$ cat config.mk
export PLATFORM = sky130hd
export DESIGN_NAME = lpim_ctrl
export DESIGN_NICKNAME = d
export VERILOG_FILES = /design/src/hw/rtl/lpim_pkg.sv /design/src/hw/rtl/lpim_ctrl.sv
export SDC_FILE = /design/constraint.sdc
export NUM_CORES = 1
export LEC_CHECK = 0
export ABC_AREA = 0
export BUFFER_PORTS_ARGS = -buffer_cell sky130_fd_sc_hd__buf_4
export CORE_AREA = 2 2 39 41
export CTS_CLUSTER_SIZE = 16
export DETAILED_ROUTE_END_ITERATION = 8
export DIE_AREA = 0 0 41 43
export PLACE_DENSITY = 0.68
export SLEW_MARGIN = 20
export SYNTH_ARGS = -nofsm -noshare
export SYNTH_HDL_FRONTEND = slang
export SYNTH_SLANG_ARGS = --single-unit
$ cat constraint.sdc
create_clock -name aclk -period 2.15 [get_ports aclk]
set_input_delay 0.1075 -clock aclk [delete_from_list [all_inputs] [get_ports aclk]]
set_output_delay 0.1075 -clock aclk [all_outputs]
set_load 0.005 [all_outputs]
$ cat src/hw/rtl/lpim_pkg.sv
`timescale 1ns / 1ps
// ----------------------------------------------------------------------------
// lpim_pkg
// Shared widths, codes and controller/datapath interface types for the
// linear probe id map.
// ----------------------------------------------------------------------------
package lpim_pkg;

    localparam int FUNC_W       = 2;
    localparam int KEY_FIELD_W  = 24;
    localparam int ID_FIELD_W   = 24;
    localparam int STATUS_W     = 2;
    localparam int TABLE_SIZE_W = 11;

    localparam int S_DATA_BITS  = FUNC_W + KEY_FIELD_W;
    localparam int S_TDATA_W    = ((S_DATA_BITS + 7) / 8) * 8;
    localparam int S_PAD_W      = S_TDATA_W - S_DATA_BITS;
    localparam int M_DATA_BITS  = STATUS_W + ID_FIELD_W + ID_FIELD_W;
    localparam int M_TDATA_W    = ((M_DATA_BITS + 7) / 8) * 8;
    localparam int M_PAD_W      = M_TDATA_W - M_DATA_BITS;

    localparam int CFG_INDEX_W  = 8;
    localparam int CFG_DATA_W   = 24;

    localparam logic [TABLE_SIZE_W-1:0] TABLE_SIZE_RESET = TABLE_SIZE_W'(1024);
    localparam logic [CFG_DATA_W-1:0]   FIRST_VALUE_RESET = '0;

    localparam logic [CFG_INDEX_W-1:0] REG_TABLE_SIZE  = 8'd0;
    localparam logic [CFG_INDEX_W-1:0] REG_FIRST_VALUE = 8'd1;

    localparam logic [FUNC_W-1:0] FUNC_LOOKUP = 2'd0;
    localparam logic [FUNC_W-1:0] FUNC_INSERT = 2'd1;
    localparam logic [FUNC_W-1:0] FUNC_CLEAR  = 2'd2;

    localparam logic [STATUS_W-1:0] STAT_OK        = 2'd0;
    localparam logic [STATUS_W-1:0] STAT_NOT_FOUND = 2'd1;
    localparam logic [STATUS_W-1:0] STAT_FULL      = 2'd2;

    localparam logic [1:0] MAP_ZERO  = 2'd0;
    localparam logic [1:0] MAP_SLOT  = 2'd1;
    localparam logic [1:0] MAP_COUNT = 2'd2;

    typedef struct packed {
        logic                accept;
        logic                div_step;
        logic                probe_start;
        logic                probe_step;
        logic                ins_write;
        logic                sweep_start;
        logic                sweep_step;
        logic                clear_load;
        logic                res_load;
        logic [STATUS_W-1:0] res_status;
        logic [1:0]          res_sel;
        logic                push_out;
    } cmd_t;

    typedef struct packed {
        logic              div_last;
        logic              slot_empty;
        logic              slot_hit;
        logic              probe_last;
        logic              sweep_last;
        logic              out_free;
        logic [FUNC_W-1:0] cur_func;
    } stat_t;

endpackage

$ cat src/hw/rtl/lpim_ctrl.sv
`timescale 1ns / 1ps
// ----------------------------------------------------------------------------
// lpim_ctrl
// Sequencer: init sweep, divide, probe walk, clear sweep, result hand-off.
// ----------------------------------------------------------------------------
module lpim_ctrl (
    input  logic                        aclk,
    input  logic                        aresetn,
    input  logic                        s_tvalid,
    output logic                        s_tready,
    input  logic [lpim_pkg::FUNC_W-1:0] s_func,
    input  lpim_pkg::stat_t             stat,
    output lpim_pkg::cmd_t              cmd
);

    localparam logic [2:0] ST_INIT  = 3'd0;
    localparam logic [2:0] ST_IDLE  = 3'd1;
    localparam logic [2:0] ST_DIV   = 3'd2;
    localparam logic [2:0] ST_ISSUE = 3'd3;
    localparam logic [2:0] ST_CHECK = 3'd4;
    localparam logic [2:0] ST_SWEEP = 3'd5;
    localparam logic [2:0] ST_DONE  = 3'd6;

    logic [2:0] state_reg;
    logic [2:0] state_next;

    always_ff @(posedge aclk) begin
        if (!aresetn) begin
            state_reg <= ST_INIT;
        end else begin
            state_reg <= state_next;
        end
    end

    assign s_tready = (state_reg == ST_IDLE);

    always_comb begin
        cmd        = '0;
        state_next = state_reg;
        case (state_reg)
            ST_INIT: begin
                cmd.sweep_step = 1'b1;
                if (stat.sweep_last) begin
                    state_next = ST_IDLE;
                end
            end
            ST_IDLE: begin
                if (s_tvalid) begin
                    cmd.accept = 1'b1;
                    case (s_func)
                        lpim_pkg::FUNC_LOOKUP,
                        lpim_pkg::FUNC_INSERT: begin
                            state_next = ST_DIV;
                        end
                        lpim_pkg::FUNC_CLEAR: begin
                            cmd.sweep_start = 1'b1;
                            state_next      = ST_SWEEP;
                        end
                        default: begin
                            cmd.res_load   = 1'b1;
                            cmd.res_status = lpim_pkg::STAT_OK;
                            cmd.res_sel    = lpim_pkg::MAP_ZERO;
                            state_next     = ST_DONE;
                        end
                    endcase
                end
            end
            ST_DIV: begin
                cmd.div_step = 1'b1;
                if (stat.div_last) begin
                    state_next = ST_ISSUE;
                end
            end
            ST_ISSUE: begin
                cmd.probe_start = 1'b1;
                state_next      = ST_CHECK;
            end
            ST_CHECK: begin
                if (stat.cur_func == lpim_pkg::FUNC_INSERT) begin
                    if (stat.slot_empty) begin
                        cmd.ins_write  = 1'b1;
                        cmd.res_load   = 1'b1;
                        cmd.res_status = lpim_pkg::STAT_OK;
                        cmd.res_sel    = lpim_pkg::MAP_COUNT;
                        state_next     = ST_DONE;
                    end else if (stat.probe_last) begin
                        cmd.res_load   = 1'b1;
                        cmd.res_status = lpim_pkg::STAT_FULL;
                        cmd.res_sel    = lpim_pkg::MAP_ZERO;
                        state_next     = ST_DONE;
                    end else begin
                        cmd.probe_step = 1'b1;
                    end
                end else begin
                    if (stat.slot_hit) begin
                        cmd.res_load   = 1'b1;
                        cmd.res_status = lpim_pkg::STAT_OK;
                        cmd.res_sel    = lpim_pkg::MAP_SLOT;
                        state_next     = ST_DONE;
                    end else if (stat.slot_empty || stat.probe_last) begin
                        cmd.res_load   = 1'b1;
                        cmd.res_status = lpim_pkg::STAT_NOT_FOUND;
                        cmd.res_sel    = lpim_pkg::MAP_ZERO;
                        state_next     = ST_DONE;
                    end else begin
                        cmd.probe_step = 1'b1;
                    end
                end
            end
            ST_SWEEP: begin
                cmd.sweep_step = 1'b1;
                if (stat.sweep_last) begin
                    cmd.clear_load = 1'b1;
                    cmd.res_load   = 1'b1;
                    cmd.res_status = lpim_pkg::STAT_OK;
                    cmd.res_sel    = lpim_pkg::MAP_ZERO;
                    state_next     = ST_DONE;
                end
            end
            ST_DONE: begin
                if (stat.out_free) begin
                    cmd.push_out = 1'b1;
                    state_next   = ST_IDLE;
                end
            end
            default: begin
                state_next = ST_IDLE;
            end
        endcase
    end

endmodule

# Word-level counts from Yosys, hierarchy flattened
# Index checks and enable logic that the tools add are counted.
# totals
elab_cells	64
input_bits	13
output_inout_bits	15
ff_bits	3
# classes
n_reduce_logical	7
n_eq_ne	16
n_mux	40
# op_table
op	n
5-bit two-way mux	7
3-bit two-way mux	10
3-bit case mux with 7 select lines	1
1-bit two-way mux	18
5-bit case mux with 3 select lines	1
2-bit inequality test, second input constant	5
3-bit == test, second input constant	3
4-bit inequality test, second input constant	2
7-bit AND reduction	1
3-bit by 2-bit == test with 1-bit output, second input constant	2
6-bit two-way mux	1
3-bit case mux with 2 select lines	1
2-bit by 1-bit == test with 1-bit output, second input constant	2
2-bit OR reduction	2
3-bit by 1-bit == test with 1-bit output, second input constant	1
3-bit logical NOT	1
3-bit OR reduction	1
2-bit == test, second input constant	1
2-bit logical NOT	1
2-bit two-way mux	1
1-bit logical OR	1

# Longest topological paths before layout
# Gate-level depths: netlist of the first run.
# logic_depth
depth_word	5
depth_mapped	6
mapped_depth_nobuf	5

# Least setup slack after synthesis of the first run
# No wires, ideal clock.
# synth_path
path_kind	register to register
startpoint	reg state_reg[0]
endpoint	reg state_reg[2]
path_stages_with_launch	6
t_required_ns	2.054
path_buffers	1
t_arrival_ns	1.220
period_less_slack_ns	1.315
setup_slack_ns	0.835
setup_ns	0.096
cell_sequence	dfxtp_1 -> buf_6 -> xor2_2 -> nor3_1 -> a211o_1 -> o41ai_2
# synth_via
elab_chain_cells	3
elab_cells_between_ends	16
cone_classes	eq/ne: 13; mux: 1; reduce/logical: 2
# synth_lines
item	line	text
start: declaration	lpim_ctrl.sv:24	logic [2:0] state_reg;
start signal: assignment	lpim_ctrl.sv:31	state_reg <= state_next;
3-bit == test, or another cell as far along	lpim_ctrl.sv:40	case (state_reg)
4-bit inequality test (no line) / 2-bit inequality test (equally long branches)	n/a	
7-bit AND reduction (no line)	n/a	
# Several ways; a longest one is shown, not always the timed one.
# A chain may end at the register's enable or synchronous reset.

==> results of run 1 <==
==> cells in the mapped netlist, drive strengths merged <==
library cell	number
nor3	3
nor2	8
a21oi	2
nand2b	6
o211a	1
inv	5
a211o	1
mux2i	1
nand3	1
a22oi	1
and3	2
nand2	3
a311o	1
o41ai	1
nor2b	1
or4	1
o21ai	6
and4	1
o2bb2ai	1
and2	1
xor2	1
dfxtp	3
clkbuf	1
buf	2
and4b	1
nor3b	2
==> through the flow <==
| stage | worst slack, ps | utilization [%] |
|---|---|---|
| after global routing | 91.98 | 45.84 |
| after detailed placement | 513.9 | 43.94 |
| after global placement | 546.0 | 43.94 |
| final | 240.0 | 45.84 |
| after floorplan | 834.8 | - |
| after CTS | 230.4 | 45.84 |
==> layer usage <==
layer	routed length [um]	global-route usage, %
met5	0	0
met4	15	10.00
met2	491	22.50
met3	112	3.665
met1	418	13.83
==> final cells by class <==
class	count	area (um2)	area share (%)
clock buffer	4	26.28	4.142
timing repair buffer	27	202.7	31.95
sequential	3	60.06	9.467
inverter	5	18.77	2.959
tap	16	20.02	3.156
multi-input combinational	46	306.5	48.32
==> path summary, 6_finish.rpt <==
kind | slack (ps) | to | startpoint
max | 240 | cmd[5] | state_reg[2]
max reg2reg | 580 | state_reg[2] | state_reg[2]
min reg2reg | 710 | state_reg[2] | state_reg[1]
min | 100 | state_reg[1] | aresetn
==> kinds of logic (layout without fill, tap and decap cells) <==
logic type             Yosys count  after routing  synth area share [%]
flip-flops                       3              3                 14.68
multiplexers                     1              1                 2.447
AND/OR/NAND/NOR                 30             30                 42.81
XOR/XNOR                         1              1                 3.977
buffers and inverters            8             36                 10.40
AO/OA/AOI/OAI                   14             14                 25.69
==> worst min-delay path, stage by stage <==
cell	delay [ps]
buf_4	100
nand2_1	50
o21ai_1	60
==> power by group through the flow <==
stage | sequential, W | clock (W) | combinational (W)
after detailed placement | 0.000167 | 0 | 0.000360
after CTS | 0.000166 | 0.000109 | 0.000360
final | 0.000165 | 0.000102 | 0.000355
after global placement | 0.000165 | 0 | 0.000357
after global routing | 0.000174 | 0.000110 | 0.000399
after floorplan | 0.000104 | 0 | 0.000296
==> layout by cell type, fill, tap and decap left out, types with 2 or more instances in the layout <==
cell type,n
and3_1,2
nand2_1,3
clkbuf_4,3
nor3_1,3
dfxtp_1,3
nand2b_1,6
inv_1,5
nor2_1,8
buf_4,27
o21ai_0,5
nor3b_2,2
==> results.md, run 1 <==
- Vias/cell: 4.891
- Area of the die: 0.001763 mm2
- DRT iter0 DRCs: 3
- Switching share of total power: 43.17%
- Power Total: 0.0006226 W
- # hold bufs at CTS: 0
- WHS: 103.2 ps
- Yosys cell types: 29
- TritonCTS clock tree: done
- Required @ worst endpoint: 2040 ps
- Worst-Skew Late Latency: 240 ps
- P&R area growth vs syn: 55.05%
- Die Span Y: 43 um
- # fillers: 145
- Synth area leaders: dfxtp_1 (15%), nand2b_1 (9.2%), nor2_1 (7.3%), nor3b_2 (6.1%), o21ai_0 (6.1%)
- Fin area: 634.4 um2
- Slew headroom: 67.53%
- Fin crit share: 88.84%
- TritonCTS Buffers: 3
- Post-synthesis instance area: 409.1 um2
- Final setup TNS: 0 ps
- Crit-path cells: nor3b_2 -> nor3b_2 -> nand2b_1 -> a311o_1 -> buf_4
- Share of cells above drive strength 1: 41.18%
- Critical path data arrival time: 1800 ps
- Status: finished clean
- Clk root buf: clkbuf_4
- Clock Power Share: 16.4%
- Clock transition at path regs: 40 ps
- First-pass GRT wire length: 1.635 mm
- # setup viols final: 0
- Core area: 0.001384 mm2
- Buffers on Ports: 27
- Diode count: 0
- DR vias: 494
- Initial core utilization: 29.57%
- Number of flip-flops in the largest register: 3
- Worst reg-to-reg path cell count: 4
- Comb pwr share: 57.1%
- HPWL after detailed placement: 817.9 um
- Number of global-route vias before repair: 429
- Horiz. Die Dim: 41 um
- Synth Net Count: 70
- Worst VDD drop: 0.3759 mV
- Initial antenna violation count: 0
- Max Cap Viol: 0
- I/O pin total: 28
- FMAX: 523.5 MHz
- Top cell by count, worst path: nor3b_2
- Pwr dens: 981.5 mW/mm2
- Pint: 0.0003539 W
- Placed cells: 97
- Max-slew violations: 0
- Finished Layout Cells: 101
- Tot GR Track Use: 13.76%
- CP delay by family, top: simple AND/OR/NAND/NOR gates
- # DRC: 0
- Number of nets in the layout: 99
- Placed cell area: 608.1 um2
- H-tree depth: 1
- Pleak: 0.3338 nW
- Syn Area/Cell: 7.178 um2
- Number of synthesis warnings: 0
- Net Switching: 0.0002688 W
- Worst Setup Path Type: reg -> out
- ANT nets after route: 0
- Largest net degree at the start of global routing: 15
- Pre-Repair DR Iteration Count: 4
- Worst-margin pin slew: 486.4 ps
- Sequential area share after synthesis: 14.68%
- Final hold violation count: 0
- DR WL/cell: 10.27 um
- CTS Buffer Depth: 2
- Hold depth: 3
- Worst-path fanout max: 14
- Slowest CP cell: dfxtp_1
- Crit path largest cell delay: 620 ps
- Sequential Power Share: 26.5%
- Grt ovf: 0
- Hold WC Path Type: in -> reg
- DRT Wirelength: 1.037 mm
- Worst Path Buf+Inv: 1
- Post-CTS sizing: 0
- Area share of the largest cell type after synthesis: 14.68%
- Row cnt: 14
- Unrepaired setup endpoints after global routing: no
- WP depth: 5
- Crit path capture type: output port
- Setup Fix Bufs, Post-CTS: 0
- Cells after Synth: 57
- Max Clock Skew: 3.941 ps
- Seq cells post-synth: 3
- Clock Sinks: 3
- GPL Wtd Cong: 0.7561
- Minimum clock period: 1910 ps
- CP startpoint kind: flip-flop
- Synth area leader: dfxtp_1
No activity file was read; power rests on OpenSTA's default activity.
==> run 2: changes to the inputs <==
--- a/config.mk
+++ b/config.mk
@@ -5,7 +5,6 @@
 export SDC_FILE = /design/constraint.sdc
 export NUM_CORES = 1
 export LEC_CHECK = 0
-export ABC_AREA = 0
 export BUFFER_PORTS_ARGS = -buffer_cell sky130_fd_sc_hd__buf_4
 export CORE_AREA = 2 2 39 41
 export CTS_CLUSTER_SIZE = 16
==> constraint.sdc (replaced) <==
create_clock -name aclk -period 1.9 [get_ports aclk]
set_input_delay 0.095 -clock aclk [delete_from_list [all_inputs] [get_ports aclk]]
set_output_delay 0.095 -clock aclk [all_outputs]
set_load 0.005 [all_outputs]
==> run 2 against run 1 <==
Via count is 0.20% higher. Count of clock-buffer cells in the layout is the same. Register-to-register slack got worse by 100 ps. Critical path depth did not move. Largest power group unchanged. Highest routed layer is now met3.
==> results.md, run 2 (synthesis results as in run 1) <==
- Status: finished clean
- # hold bufs at CTS: 0
- Pint: 0.0004074 W
- Footprint of the multi-input gates: 306.5 um2
- Number of flip-flops in the largest register: 3
- Area of the die: 0.001763 mm2
- Worst-margin pin slew: 363.5 ps
- CP delay by family, top: simple AND/OR/NAND/NOR gates
- Switching share of total power: 42.53%
- # setup viols final: 0
- Core area: 0.001384 mm2
- DR WL/cell: 10.13 um
- Diode count: 0
- Most frequent cells in the layout: buf_4 (27), nor2_1 (8), nand2b_1 (6)
- Clock Sinks: 3
- Die Span Y: 43 um
- DRT Wirelength: 1.023 mm
- Crit-path cells: nor3b_2 -> nor3b_2 -> nand2b_1 -> a311o_1 -> buf_4
- ANT nets after route: 0
- I/O pin total: 28
- Commonest non-fill, non-tap cell in the layout: buf_4
- # fillers: 153
- Worst Setup Path Type: reg -> out
- Unrepaired setup endpoints after global routing: no
- Horiz. Die Dim: 41 um
- Worst-path fanout max: 14
- GPL Wtd Cong: 0.7558
- H-tree depth: 1
- TritonCTS Buffers: 3
- Pleak: 0.3349 nW
- FMAX: 589.6 MHz
- Vias/cell: 4.901
- HPWL after detailed placement: 799.1 um
- Final hold violation count: 0
- DRT iter0 DRCs: 5
- Max Cap Viol: 0
- Pre-Repair DR Iteration Count: 4
- Initial core utilization: 29.57%
- Number of nets in the layout: 99
- Net Switching: 0.0003015 W
- Grt ovf: 0
- Fin crit share: 89.27%
- Crit path largest cell delay: 470 ps
- Setup Fix Bufs, Post-CTS: 0
- CTS Buffer Depth: 2
- Minimum clock period: 1696 ps
- Hold WC Path Type: in -> reg
- Required @ worst endpoint: 1800 ps
- First-pass GRT wire length: 1.656 mm
- Top cell by count, worst path: nor3b_2
- Worst Path Buf+Inv: 1
- Buffers on Ports: 27
- P&R area growth vs syn: 55.96%
- Comb pwr share: 56.7%
- Tot GR Track Use: 13.74%
- Power Total: 0.0007089 W
- Max-slew violations: 0
- Sequential Power Share: 27.6%
- Slowest CP cell: dfxtp_2
- Critical path data arrival time: 1600 ps
- Pwr dens: 1111 mW/mm2
- # DRC: 0
- Number of global-route vias before repair: 420
- CP startpoint kind: flip-flop
- Worst VDD drop: 0.4391 mV
- FF+latch area: 63.81 um2
- Largest net degree at the start of global routing: 15
- Clk root buf: clkbuf_4
- DR vias: 495
- Row cnt: 14
- Initial antenna violation count: 0
- Clock transition at path regs: 40 ps
- Clock Power Share: 15.7%
- Max Clock Skew: 1.296 ps
- TritonCTS clock tree: done
- Slew headroom: 75.71%
- Worst-Skew Late Latency: 230 ps
- Crit path capture type: output port
- Final setup TNS: 0 ps
- Share of cells above drive strength 1: 44.71%
## run 2: power by group through the flow
stage / Sequential (W) / Clock [W] / Combinational (W)
detailed placement: 0.000190 / 0 / 0.000406
floorplan: 0.000118 / 0 / 0.000335
global placement: 0.000186 / 0 / 0.000405
finish: 0.000195 / 0.000111 / 0.000402
global route: 0.000207 / 0.000132 / 0.000457
CTS: 0.000189 / 0.000118 / 0.000408
## run 2: what timing repair did
| action | CTS | global route |
|---|---|---|
| resized for setup | 0 | 3 |
| hold endpoints to repair | 0 | 0 |
| endpoints found under the setup margin | 0 | 2 |
## run 2: per-layer routing
metal,vias to the layer above,global-route usage (%),routed length (um)
li1,256,-,-
met4,0,8.000,0
met1,220,16.35,433
met3,0,4.712,116
met5,-,0,0
met2,19,20.31,474
## run 2: worst paths after layout
path	start	endpoint	slack, ps	cells after the start
max	state_reg[2]	cmd[5]	200	5
max reg2reg	state_reg[0]	state_reg[2]	480	4
min	aresetn	state_reg[1]	100	3
min reg2reg	state_reg[2]	state_reg[2]	610	2
## run 2: per-stage QoR
stage	setup slack [ps]	util (%)	area (um2)	hold slack, ps	instances
4_1_cts	8.504	45.84	634.4	90.10	101
3_5_place_dp	270.0	43.94	608.1	335.4	97
2_1_floorplan	584.8	-	409.1	209.6	57
5_1_grt	38.22	46.11	638.1	106.1	101
6_report	204.0	46.11	638.1	104.2	101
3_3_place_gp	308.5	43.94	608.1	335.2	97
## run 2: final cells by class
class	instances	share of cell area, %
Tap cell	16	3.137
Multi-Input combinational cell	46	48.04
Inverter	5	2.941
Sequential cell	3	10.00
Clock buffer	4	4.118
Timing Repair Buffer	27	31.76
## run 2: worst reg2reg max path, cell delays in order, from the launching register on
cell and delay, ps:
dfxtp_2 450, nand2b_1 200, a21oi_2 60, a211o_1 350, o41ai_2 260
